### src/sv/slp_pkg.sv
// Shared types and constants of the serial memory loader parser.
`timescale 1ns / 1ps

package slp_pkg;

  // Kinds of result that the parser reports.
  typedef enum logic [2:0] {
    K_WRITE = 3'd0,
    K_CSUM  = 3'd1,
    K_DONE  = 3'd2,
    K_JUMP  = 3'd3,
    K_FAST  = 3'd4
  } kind_t;

  // Record headers with a meaning of their own.
  localparam logic [7:0] HDR_DONE = 8'hFF;
  localparam logic [7:0] HDR_JUMP = 8'hFE;
  localparam logic [7:0] HDR_FAST = 8'hFD;

  // Load address after reset, before masking to the address width.
  localparam logic [31:0] RESET_ADDR = 32'h0012_3456;

  // Offset added to the count in the record checksum.
  localparam logic [7:0] CSUM_OFFSET = 8'd5;

  // Result queue geometry.
  localparam int QDEPTH     = 8;
  localparam int QPTR_BITS  = $clog2(QDEPTH);
  localparam int QCNT_BITS  = $clog2(QDEPTH + 1);
  // Room left for the byte in the input register and the next one.
  localparam int QACCEPT_MAX = QDEPTH - 4;

  // Results of one byte handed from the parser to the queue.
  typedef struct packed {
    logic [1:0] cnt;
    kind_t      k0;
    kind_t      k1;
  } slp_push_t;

endpackage

### src/sv/slp_parser.sv
// Record parser: protocol state and the decode of one received byte.
`timescale 1ns / 1ps

module slp_parser #(
  parameter int ADDRESS_BITS = 32
) (
  input  logic               clk,
  input  logic               rst_n,
  input  logic               byte_valid,
  input  logic [7:0]         rx_byte,
  output slp_pkg::slp_push_t push
);
  import slp_pkg::*;

  typedef enum logic [2:0] {
    PH_HEADER = 3'b001,
    PH_ADDR   = 3'b010,
    PH_DATA   = 3'b100
  } phase_t;

  phase_t                  phase_r, phase_nxt;
  logic [1:0]              idx_r, idx_nxt;
  logic                    jump_r, jump_nxt;
  logic [ADDRESS_BITS-1:0] addr_r, addr_nxt;
  logic [5:0]              rem_r, rem_nxt;
  logic [7:0]              sum_r, sum_nxt;
  logic                    halted_r, halted_nxt;

  logic [31:0]             addr_word;
  logic [ADDRESS_BITS-1:0] addr_ins;
  logic [ADDRESS_BITS-1:0] addr_hdr;
  logic [5:0]              rem_dec;

  // Checksum seed: the four address bytes, the count and the fixed offset.
  function automatic logic [7:0] csum_seed(input logic [31:0] w, input logic [5:0] cnt);
    logic [7:0] s;
    s = w[31:24] + w[23:16] + w[15:8] + w[7:0];
    return s + {2'b00, cnt} + CSUM_OFFSET;
  endfunction

  // Address with the incoming byte placed in the byte lane that is due.
  always_comb begin
    addr_word = 32'(addr_r);
    unique case (idx_r)
      2'd0: addr_word[31:24] = rx_byte;
      2'd1: addr_word[23:16] = rx_byte;
      2'd2: addr_word[15:8]  = rx_byte;
      2'd3: addr_word[7:0]   = rx_byte;
      default: addr_word = 32'(addr_r);
    endcase
    addr_ins = addr_word[ADDRESS_BITS-1:0];
    addr_hdr = rx_byte[6] ? addr_r + 1'b1 : addr_r;
    rem_dec  = rem_r - 6'd1;
  end

  // Next state and results of one byte.
  always_comb begin
    phase_nxt  = phase_r;
    idx_nxt    = idx_r;
    jump_nxt   = jump_r;
    addr_nxt   = addr_r;
    rem_nxt    = rem_r;
    sum_nxt    = sum_r;
    halted_nxt = halted_r;
    push.cnt   = 2'd0;
    push.k0    = K_WRITE;
    push.k1    = K_WRITE;
    if (byte_valid && !halted_r) begin
      unique case (phase_r)
        PH_HEADER: begin
          priority if (rx_byte == HDR_DONE) begin
            halted_nxt = 1'b1;
            push.cnt   = 2'd1;
            push.k0    = K_DONE;
          end else if (rx_byte == HDR_JUMP) begin
            jump_nxt  = 1'b1;
            idx_nxt   = 2'd0;
            phase_nxt = PH_ADDR;
          end else if (rx_byte == HDR_FAST) begin
            push.cnt = 2'd1;
            push.k0  = K_FAST;
          end else if (rx_byte[7]) begin
            jump_nxt  = 1'b0;
            rem_nxt   = rx_byte[5:0];
            idx_nxt   = 2'd0;
            phase_nxt = PH_ADDR;
          end else begin
            addr_nxt = addr_hdr;
            rem_nxt  = rx_byte[5:0];
            sum_nxt  = csum_seed(32'(addr_hdr), rx_byte[5:0]);
            if (rx_byte[5:0] == 6'd0) begin
              phase_nxt = PH_HEADER;
              push.cnt  = 2'd1;
              push.k0   = K_CSUM;
            end else begin
              phase_nxt = PH_DATA;
            end
          end
        end
        PH_ADDR: begin
          addr_nxt = addr_ins;
          if (idx_r == 2'd3) begin
            idx_nxt = 2'd0;
            if (jump_r) begin
              jump_nxt   = 1'b0;
              phase_nxt  = PH_HEADER;
              halted_nxt = 1'b1;
              push.cnt   = 2'd1;
              push.k0    = K_JUMP;
            end else begin
              sum_nxt = csum_seed(32'(addr_ins), rem_r);
              if (rem_r == 6'd0) begin
                phase_nxt = PH_HEADER;
                push.cnt  = 2'd1;
                push.k0   = K_CSUM;
              end else begin
                phase_nxt = PH_DATA;
              end
            end
          end else begin
            idx_nxt = idx_r + 2'd1;
          end
        end
        PH_DATA: begin
          addr_nxt = addr_r + 1'b1;
          sum_nxt  = sum_r + rx_byte;
          rem_nxt  = rem_dec;
          push.cnt = 2'd1;
          push.k0  = K_WRITE;
          if (rem_dec == 6'd0) begin
            phase_nxt = PH_HEADER;
            push.cnt  = 2'd2;
            push.k1   = K_CSUM;
          end
        end
        default: phase_nxt = PH_HEADER;
      endcase
    end
  end

  // Protocol state registers.
  always_ff @(posedge clk) begin
    if (!rst_n) begin
      phase_r  <= PH_HEADER;
      idx_r    <= 2'd0;
      jump_r   <= 1'b0;
      addr_r   <= RESET_ADDR[ADDRESS_BITS-1:0];
      rem_r    <= 6'd0;
      sum_r    <= 8'd0;
      halted_r <= 1'b0;
    end else begin
      phase_r  <= phase_nxt;
      idx_r    <= idx_nxt;
      jump_r   <= jump_nxt;
      addr_r   <= addr_nxt;
      rem_r    <= rem_nxt;
      sum_r    <= sum_nxt;
      halted_r <= halted_nxt;
    end
  end

`ifndef SYNTHESIS
  // Once halted the parser stays halted and reports nothing more.
  a_halt_sticks: assert property (@(posedge clk) disable iff (!rst_n)
    halted_r |=> halted_r) else $error("parser left the halted state");
  a_halt_silent: assert property (@(posedge clk) disable iff (!rst_n)
    halted_r |-> push.cnt == 2'd0) else $error("result reported while halted");
  // Address bytes are only counted while the address phase is active.
  a_idx_phase: assert property (@(posedge clk) disable iff (!rst_n)
    (phase_r != PH_ADDR) |-> idx_r == 2'd0) else $error("address index outside address phase");
`endif

endmodule

### src/sv/slp_outq.sv
// Result queue: takes up to two results a cycle, delivers one a cycle while out_ready is high.
`timescale 1ns / 1ps

module slp_outq (
  input  logic                        clk,
  input  logic                        rst_n,
  input  slp_pkg::slp_push_t          push,
  output logic                        out_valid,
  input  logic                        out_ready,
  output logic [2:0]                  out_kind,
  output logic [slp_pkg::QCNT_BITS-1:0] level
);
  import slp_pkg::*;

  kind_t                 mem_r [QDEPTH];
  logic [QPTR_BITS-1:0]  wr_ptr_r, wr_ptr_nxt;
  logic [QPTR_BITS-1:0]  rd_ptr_r, rd_ptr_nxt;
  logic [QCNT_BITS-1:0]  cnt_r, cnt_nxt;
  logic [QPTR_BITS-1:0]  wr_ptr_1;
  logic                  pop;

  assign out_valid = (cnt_r != '0);
  assign out_kind  = mem_r[rd_ptr_r];
  assign level     = cnt_r;
  assign pop       = out_valid && out_ready;
  assign wr_ptr_1  = wr_ptr_r + 1'b1;

  // Pointer and fill count update.
  always_comb begin
    wr_ptr_nxt = wr_ptr_r + QPTR_BITS'(push.cnt);
    rd_ptr_nxt = pop ? rd_ptr_r + 1'b1 : rd_ptr_r;
    cnt_nxt    = cnt_r + QCNT_BITS'(push.cnt) - QCNT_BITS'(pop);
  end

  always_ff @(posedge clk) begin
    if (!rst_n) begin
      wr_ptr_r <= '0;
      rd_ptr_r <= '0;
      cnt_r    <= '0;
    end else begin
      wr_ptr_r <= wr_ptr_nxt;
      rd_ptr_r <= rd_ptr_nxt;
      cnt_r    <= cnt_nxt;
    end
  end

  // Result storage; the second result of a byte goes to the following slot.
  always_ff @(posedge clk) begin
    if (push.cnt != 2'd0) begin
      mem_r[wr_ptr_r] <= push.k0;
    end
    if (push.cnt == 2'd2) begin
      mem_r[wr_ptr_1] <= push.k1;
    end
  end

`ifndef SYNTHESIS
  a_no_overflow: assert property (@(posedge clk) disable iff (!rst_n)
    cnt_r <= QCNT_BITS'(QDEPTH)) else $error("result queue overflow");
  a_push_cnt: assert property (@(posedge clk) disable iff (!rst_n)
    push.cnt != 2'd3) else $error("more than two results from one request");
`endif

endmodule

### src/sv/serial_memory_loader_parser.sv
// Top level of the serial memory loader parser.
`timescale 1ns / 1ps

// Takes one received serial byte per clock cycle while in_ready is high and
// reports, as a stream of result kinds, what each byte of the upload protocol
// causes: memory writes, checksum replies, done, jump and fast baud requests.
// A byte is registered on acceptance, decoded in the next cycle and its
// results enter an eight-entry queue. Most bytes give at most one result; the
// last data byte of a record gives two, which leave the output port one after
// the other. Input is taken while the queue holds four results or fewer, so
// with a ready consumer the block sustains one byte per cycle, bounded in the
// long run by one result per cycle at the output. After done or jump every
// accepted byte is ignored until reset.
module serial_memory_loader_parser #(
  parameter int ADDRESS_BITS = 32
) (
  input  logic       clk,
  input  logic       rst_n,
  input  logic       in_valid,
  output logic       in_ready,
  input  logic [7:0] in_rx_byte,
  output logic       out_valid,
  input  logic       out_ready,
  output logic [2:0] out_kind
);
  import slp_pkg::*;

  logic                 stage_v_r;
  logic [7:0]           stage_b_r;
  slp_push_t            push;
  logic [QCNT_BITS-1:0] level;

  // Accept while the queue has room for this request and the one in the register.
  assign in_ready = (level <= QCNT_BITS'(QACCEPT_MAX));

  // Input register.
  always_ff @(posedge clk) begin
    if (!rst_n) begin
      stage_v_r <= 1'b0;
    end else begin
      stage_v_r <= in_valid && in_ready;
    end
  end

  always_ff @(posedge clk) begin
    if (in_valid && in_ready) begin
      stage_b_r <= in_rx_byte;
    end
  end

  slp_parser #(
    .ADDRESS_BITS(ADDRESS_BITS)
  ) u_parser (
    .clk       (clk),
    .rst_n     (rst_n),
    .byte_valid(stage_v_r),
    .rx_byte   (stage_b_r),
    .push      (push)
  );

  slp_outq u_outq (
    .clk      (clk),
    .rst_n    (rst_n),
    .push     (push),
    .out_valid(out_valid),
    .out_ready(out_ready),
    .out_kind (out_kind),
    .level    (level)
  );

`ifndef SYNTHESIS
  // A request is never taken when the queue could not hold its results.
  a_accept_room: assert property (@(posedge clk) disable iff (!rst_n)
    (in_valid && in_ready) |-> level <= QCNT_BITS'(QACCEPT_MAX))
    else $error("request accepted without queue room");
`endif

endmodule
### config.mk
export PLATFORM = sky130hd
export DESIGN_NAME = serial_memory_loader_parser
export DESIGN_NICKNAME = d
export VERILOG_FILES = /design/src/sv/slp_pkg.sv /design/src/sv/slp_parser.sv /design/src/sv/slp_outq.sv /design/src/sv/serial_memory_loader_parser.sv
export SDC_FILE = /design/constraint.sdc
export NUM_CORES = 1
export LEC_CHECK = 0
export BUFFER_PORTS_ARGS = -buffer_cell sky130_fd_sc_hd__buf_2
export CORE_MARGIN = 3
export CORE_UTILIZATION = 40
export CTS_CLUSTER_DIAMETER = 150
export DETAILED_ROUTE_END_ITERATION = 8
export PLACE_DENSITY = 0.53
export SYNTH_ARGS = -nofsm -noshare
export SYNTH_HDL_FRONTEND = slang
export SYNTH_SLANG_ARGS = --single-unit
### constraint.sdc
create_clock -name clk -period 4.1 [get_ports clk]
set_input_delay 0.41 -clock clk [delete_from_list [all_inputs] [get_ports clk]]
set_output_delay 0.41 -clock clk [all_outputs]
set_load 0.005 [all_outputs]
# After elaboration in Yosys (flattened, before gate mapping)
# Memory sizes are Yosys's and may differ from the RTL's. A register that Yosys moved wholly into a read port is not among the register bits.
# Index checks and enable logic that the tools add are counted.
[word_totals]
regBits = 32
ramBits = 24
in_bits = 12
out_inout_bits = 5
wordCells = 101
n_memories = 1
[classes]
add_sub_neg = 7
order_cmp = 1
n_eq_ne = 17
mux = 49
reduce_logical = 16
[memory_table]
columns = ["memory", "depth", "width", "read_ports", "rd_clocked_by_memory_dff", "wr", "line_no", "text"]
rows = [
  ["u_outq.mem_r", 8, 3, 1, 1, 2, "slp_outq.sv:15", "kind_t mem_r [QDEPTH];"],
]
[ops]
columns = ["op", "count"]
rows = [
  ["$mux W3", 12],
  ["$mux W5", 6],
  ["$eq A8 B8 Y1 const B", 3],
  ["$reduce_and A5 Y1", 4],
  ["$logic_not A6 Y1", 3],
  ["$mux W6", 3],
  ["$pmux W5 S3", 1],
  ["$mux W1", 13],
  ["$mux W2", 6],
  ["$pmux W6 S2", 1],
  ["$pmux W3 S3", 1],
  ["$mux W4", 2],
  ["$mux W8", 1],
  ["$ne A2 B1 Y1 const B", 4],
  ["$add A3 B1 Y3 const B", 2],
  ["$ne A2 B2 Y1 const B", 3],
  ["$ne A3 B2 Y1 const B", 2],
  ["$reduce_and A6 Y1", 1],
  ["$reduce_bool A2 Y1", 3],
  ["$sub A6 B1 Y6 const B", 1],
  ["$add A4 B2 Y4", 1],
  ["$eq A2 B2 Y1 const B", 2],
  ["$le A4 B3 Y1 const B", 1],
  ["$pmux W1 S2", 2],
  ["10 further kinds", 12],
]

# Logic depth before layout (Yosys ltp)
[depth]
ltp_word = 11
mapped_depth = 14
mapped_depth_nobuf = 14

# By module
# From an unflattened synthesis, not the netlist that was laid out.
[hier_totals]
cells_unflattened = 303
hier_area_um2 = 3382.0
[by_module_without_submodules]
columns = ["module", "n_inst", "cells_each", "area_each_um2"]
rows = [
  ["slp_outq", 1, 148, 2043.2],
  ["slp_parser", 1, 141, 1041.0],
  ["serial_memory_loader_parser", 1, 14, 297.8],
]

# Worst setup path before layout
# Ideal clock, no wire load.
[synth_timing]
path_kind = "reg2reg"
from = "register u_parser.phase_r[0]"
to = "register u_outq.cnt_r[2] (netlist: u_outq.level[2])"
arrival_ns = 2.779
t_required_ns = 3.985
path_slack_ns = 1.206
path_stages_with_launch = 14
synth_period_minus_slack_ns = 2.894
path_cell_list = "dfxtp_1 -> buf_6 -> or3b_4 -> or4_4 -> o211a_2 -> nand2_1 -> nand2_1 -> ha_1 -> inv_1 -> ha_1 -> inv_1 -> fa_1 -> xnor2_1 -> and2_1"
[synth_between]
elab_chain_len = 5
[synth_rtl]
columns = ["element", "line_no", "text"]
rows = [
  ["from (decl)", "slp_parser.sv:21", "phase_t phase_r, phase_nxt;"],
  ["from (signal assigned)", "slp_parser.sv:152", "phase_r <= phase_nxt;"],
  ["$eq A3 B3 Y1 (tied with other cells)", "slp_parser.sv:69", "unique case (phase_r)"],
  ["$pmux W5 S3 *", "slp_parser.sv:69", ""],
  ["$mux W8 *", "slp_parser.sv:68", "if (byte_valid && !halted_r) begin"],
  ["$add A4 B2 Y4 *", "slp_outq.sv:32", "cnt_nxt = cnt_r + QCNT_BITS'(push.cnt) - QCNT_BITS'(pop);"],
  ["$sub A4 B1 Y4 *", "slp_outq.sv:32", ""],
  ["to (signal assigned)", "slp_outq.sv:43", "cnt_r <= cnt_nxt;"],
  ["to (decl)", "slp_outq.sv:18", "logic [QCNT_BITS-1:0] cnt_r, cnt_nxt;"],
]
# Mark *: on every way between the ends. The rest lies on a longest branch, timed or not.
# A chain may end at the register's enable or synchronous reset.

# Worst setup path after layout
# Same ends and word-level chain as after synthesis.

==> results.json <==
{
  "run_status": "complete, no violations",
  "required_ps": 4340,
  "setup_viol": 0,
  "max_freq_ghz": 0.321,
  "clk_latency_ps": 340,
  "start_kind": "flop",
  "area_growth_pct": 12.3,
  "slew_viol_final": 0,
  "p_leak_nw": 1.42,
  "worstSetupPathType": "reg2reg",
  "synth_area_sq_um": 3250,
  "syn_inst": 336,
  "yosysUniqueCellTypes": 56,
  "drc": 0,
  "coreArea_sq_um": 7810,
  "path_clk_slew_ps": 70,
  "grtUsageTotal": 0.170,
  "synth_edf_count": 16,
  "die-area_sq_um": 9250,
  "wl_microns": 7200,
  "tritoncts": "yes",
  "worst_path_max_delay_cell": "or4_4",
  "gp_congestion": 0.835,
  "clk_path_buf_depth": 2,
  "grt_setup_unrepaired": "no",
  "wl_per_cell_microns": 15.7,
  "cts_resized": 0,
  "post_cts_buffers": 0,
  "drtIter0Drc": 61,
  "die-width_microns": 96.2,
  "vias": 2414,
  "cts_hold_buf": 0,
  "ys_seq_elements": 59,
  "rows": 32,
  "cp_cell_sequence": "or3b_4 -> or4_4 -> o211a_2 -> nand2_1 -> nand2_1 -> ha_1 -> inv_1 -> ha_1 -> inv_1 -> fa_1 -> xnor2_1 -> and2_1",
  "vdd_drop_max_v": 0.000339,
  "antenna_found_initial": 0,
  "worstPathArrival_ps": 3350,
  "cp_max_fo": 8,
  "syn-num-nets": 364,
  "seqPwrFrac": 0.395,
  "grt_pass1_wl_microns": 11700,
  "ys_warn_count": 0,
  "end_kind": "flop",
  "synth_area_per_cell_sq_um": 9.68,
  "pwr-share-clk": 0.363,
  "drt_pass1_iterations": 4,
  "synthFlopType": "dfxtp_1",
  "htree_levels": 3,
  "fin_util": 0.468,
  "p_sw_frac": 0.293,
  "drv_cap": 0,
  "dpl.hpwl_microns": 5410,
  "antenna_cells": 0,
  "start_util": 0.417,
  "final_common_cell": "dfxtp_1",
  "setup_tns_ps": 0,
  "grt_pass1_vias": 2292,
  "tightest_slew_ps": 1100,
  "finalCriticalPeriod_ps": 3110,
  "io_pins": 17,
  "cts_buffers": 9,
  "grt_max_degree": 27,
  "drive_above_1_share": 0.154,
  "p_sw_mw": 0.554,
  "comb_power_share": 0.242,
  "grt-ovfl-total": 0,
  "cts_sinks": 59,
  "fin_skew_ps": 6.90,
  "nNetsFinal": 379,
  "final_cell_mix": "43 x dfxtp_1, 26 x o21ai_0, 25 x nand2_1",
  "numPortBuffers": 16,
  "ant_nets": 0,
  "hold_class": "in2reg",
  "internal_power_mw": 1.34,
  "yosysSeqAreaShare": 0.412,
  "fillers": 745,
  "via_per_inst": 5.27,
  "max_stage_delay_ps": 530,
  "finalHoldViolCount": 0,
  "post-route-period-util": 0.759,
  "die_h_microns": 96.2,
  "synthArstFlopShare": 0,
  "max-slew-margin-rel": 0.258,
  "powerDensity_nw_per_um2": 519,
  "cts-root-buf": "clkbuf_8"
}
==> area by class of cell <==
cell class	count	area [sq um]	share of cell area
Multi-Input combinational cell	247	1770	0.485
Sequential cell	59	1340	0.367
Clock buffer	12	165	0.0452
Tap cell	102	128	0.0349
Clock inverter	4	95.1	0.0260
Timing Repair Buffer	17	87.6	0.0240
Inverter	17	63.8	0.0175
==> power groups by stage <==
stage	Clock [mW]	Combinational [mW]	Sequential (mW)
after floorplan	0	0.394	0.716
after global placement	0	0.458	0.763
after detailed placement	0	0.462	0.762
after CTS	0.702	0.467	0.749
after global routing	0.725	0.525	0.761
final	0.688	0.458	0.749
==> cells in the mapped netlist (all sizes together), types with 6 or more instances <==
cell / instances / area [sq um]
buf: 6 / 48.8
clkbuf: 7 / 26.3
and2: 12 / 75.1
nand3: 18 / 90.1
dfxtp: 43 / 861
inv: 17 / 63.8
o21ai: 36 / 180
nand2: 27 / 111
ha: 14 / 175
mux4: 6 / 135
and3: 6 / 37.5
edfxtp: 16 / 480
a21boi: 13 / 97.6
nor3: 6 / 30.0
nand2b: 6 / 37.5
nor2b: 10 / 62.6
nand4: 7 / 50.1
xnor2: 7 / 61.3
a21oi: 6 / 30.0
nor2: 20 / 75.1
==> stage by stage <==
| stage | cells | area [sq um] | power, mW | hold WS (ps) | setup WS [ps] |
|---|---|---|---|---|---|
| 3_5_place_dp | 442 | 3390 | 1.22 | 460 | 1020 |
| 2_1_floorplan | 336 | 3250 | 1.11 | 432 | 1210 |
| 4_1_cts | 458 | 3650 | 1.92 | 226 | 973 |
| 6_report | 458 | 3650 | 1.90 | 239 | 988 |
| 3_3_place_gp | 442 | 3390 | 1.22 | 454 | 1070 |
| 5_1_grt | 458 | 3650 | 2.01 | 226 | 709 |
==> logic make-up after synthesis <==
| family | synth area share |
|---|---|
| AOI/OAI and AO/OA | 0.164 |
| muxes | 0.0673 |
| xor gates and xnor gates | 0.0269 |
| adders and majority gates | 0.0662 |
| buffers and inverters | 0.0427 |
| and+or+nand+nor | 0.220 |
| DFF | 0.412 |
==> worst max-delay path, delay by kind of cell, from the launching register on <==
| kind | cells | cell delay, ps |
|---|---|---|
| buffers and inverters | 2 | 120 |
| and+or+nand+nor | 5 | 1260 |
| adders and majority gates | 3 | 830 |
| xor gates and xnor gates | 1 | 130 |
| DFF | 1 | 470 |
| AOI/OAI and AO/OA | 1 | 180 |
==> flip-flops by register name, summed over array words and instances, names as in the netlist, named ones only <==
register,flops
stage_b_r,8
stage_v_r,1
u_outq.level,4
u_outq.mem_r,24
u_outq.rd_ptr_r,3
u_outq.wr_ptr_r,3
u_parser.halted_r,1
u_parser.idx_r,2
u_parser.jump_r,1
u_parser.phase_r,3
u_parser.rem_r,6
==> path summary, 6_finish.rpt <==
path	startpoint	end	slack [ps]	depth (start not counted)
worst max-delay path	u_parser.phase_r[0]	u_outq.level[2]	990	12
worst min-delay path	in_rx_byte[4]	stage_b_r[4]	240	1
worst max register to register	u_parser.phase_r[0]	u_outq.level[2]	990	12
worst min register to register	u_outq.mem_r[7][2]	u_outq.mem_r[7][2]	470	2
==> routing by layer <==
| metal | GRT usage | vias to the layer above | part of all wire |
|---|---|---|---|
| met5 | 0 | - | 0 |
| met4 | 0.0782 | 0 | 0.019 |
| met2 | 0.252 | 30 | 0.44 |
| li1 | - | 1248 | - |
| met1 | 0.236 | 1126 | 0.51 |
| met3 | 0.0352 | 10 | 0.024 |
(Power assumes the default switching activity.)
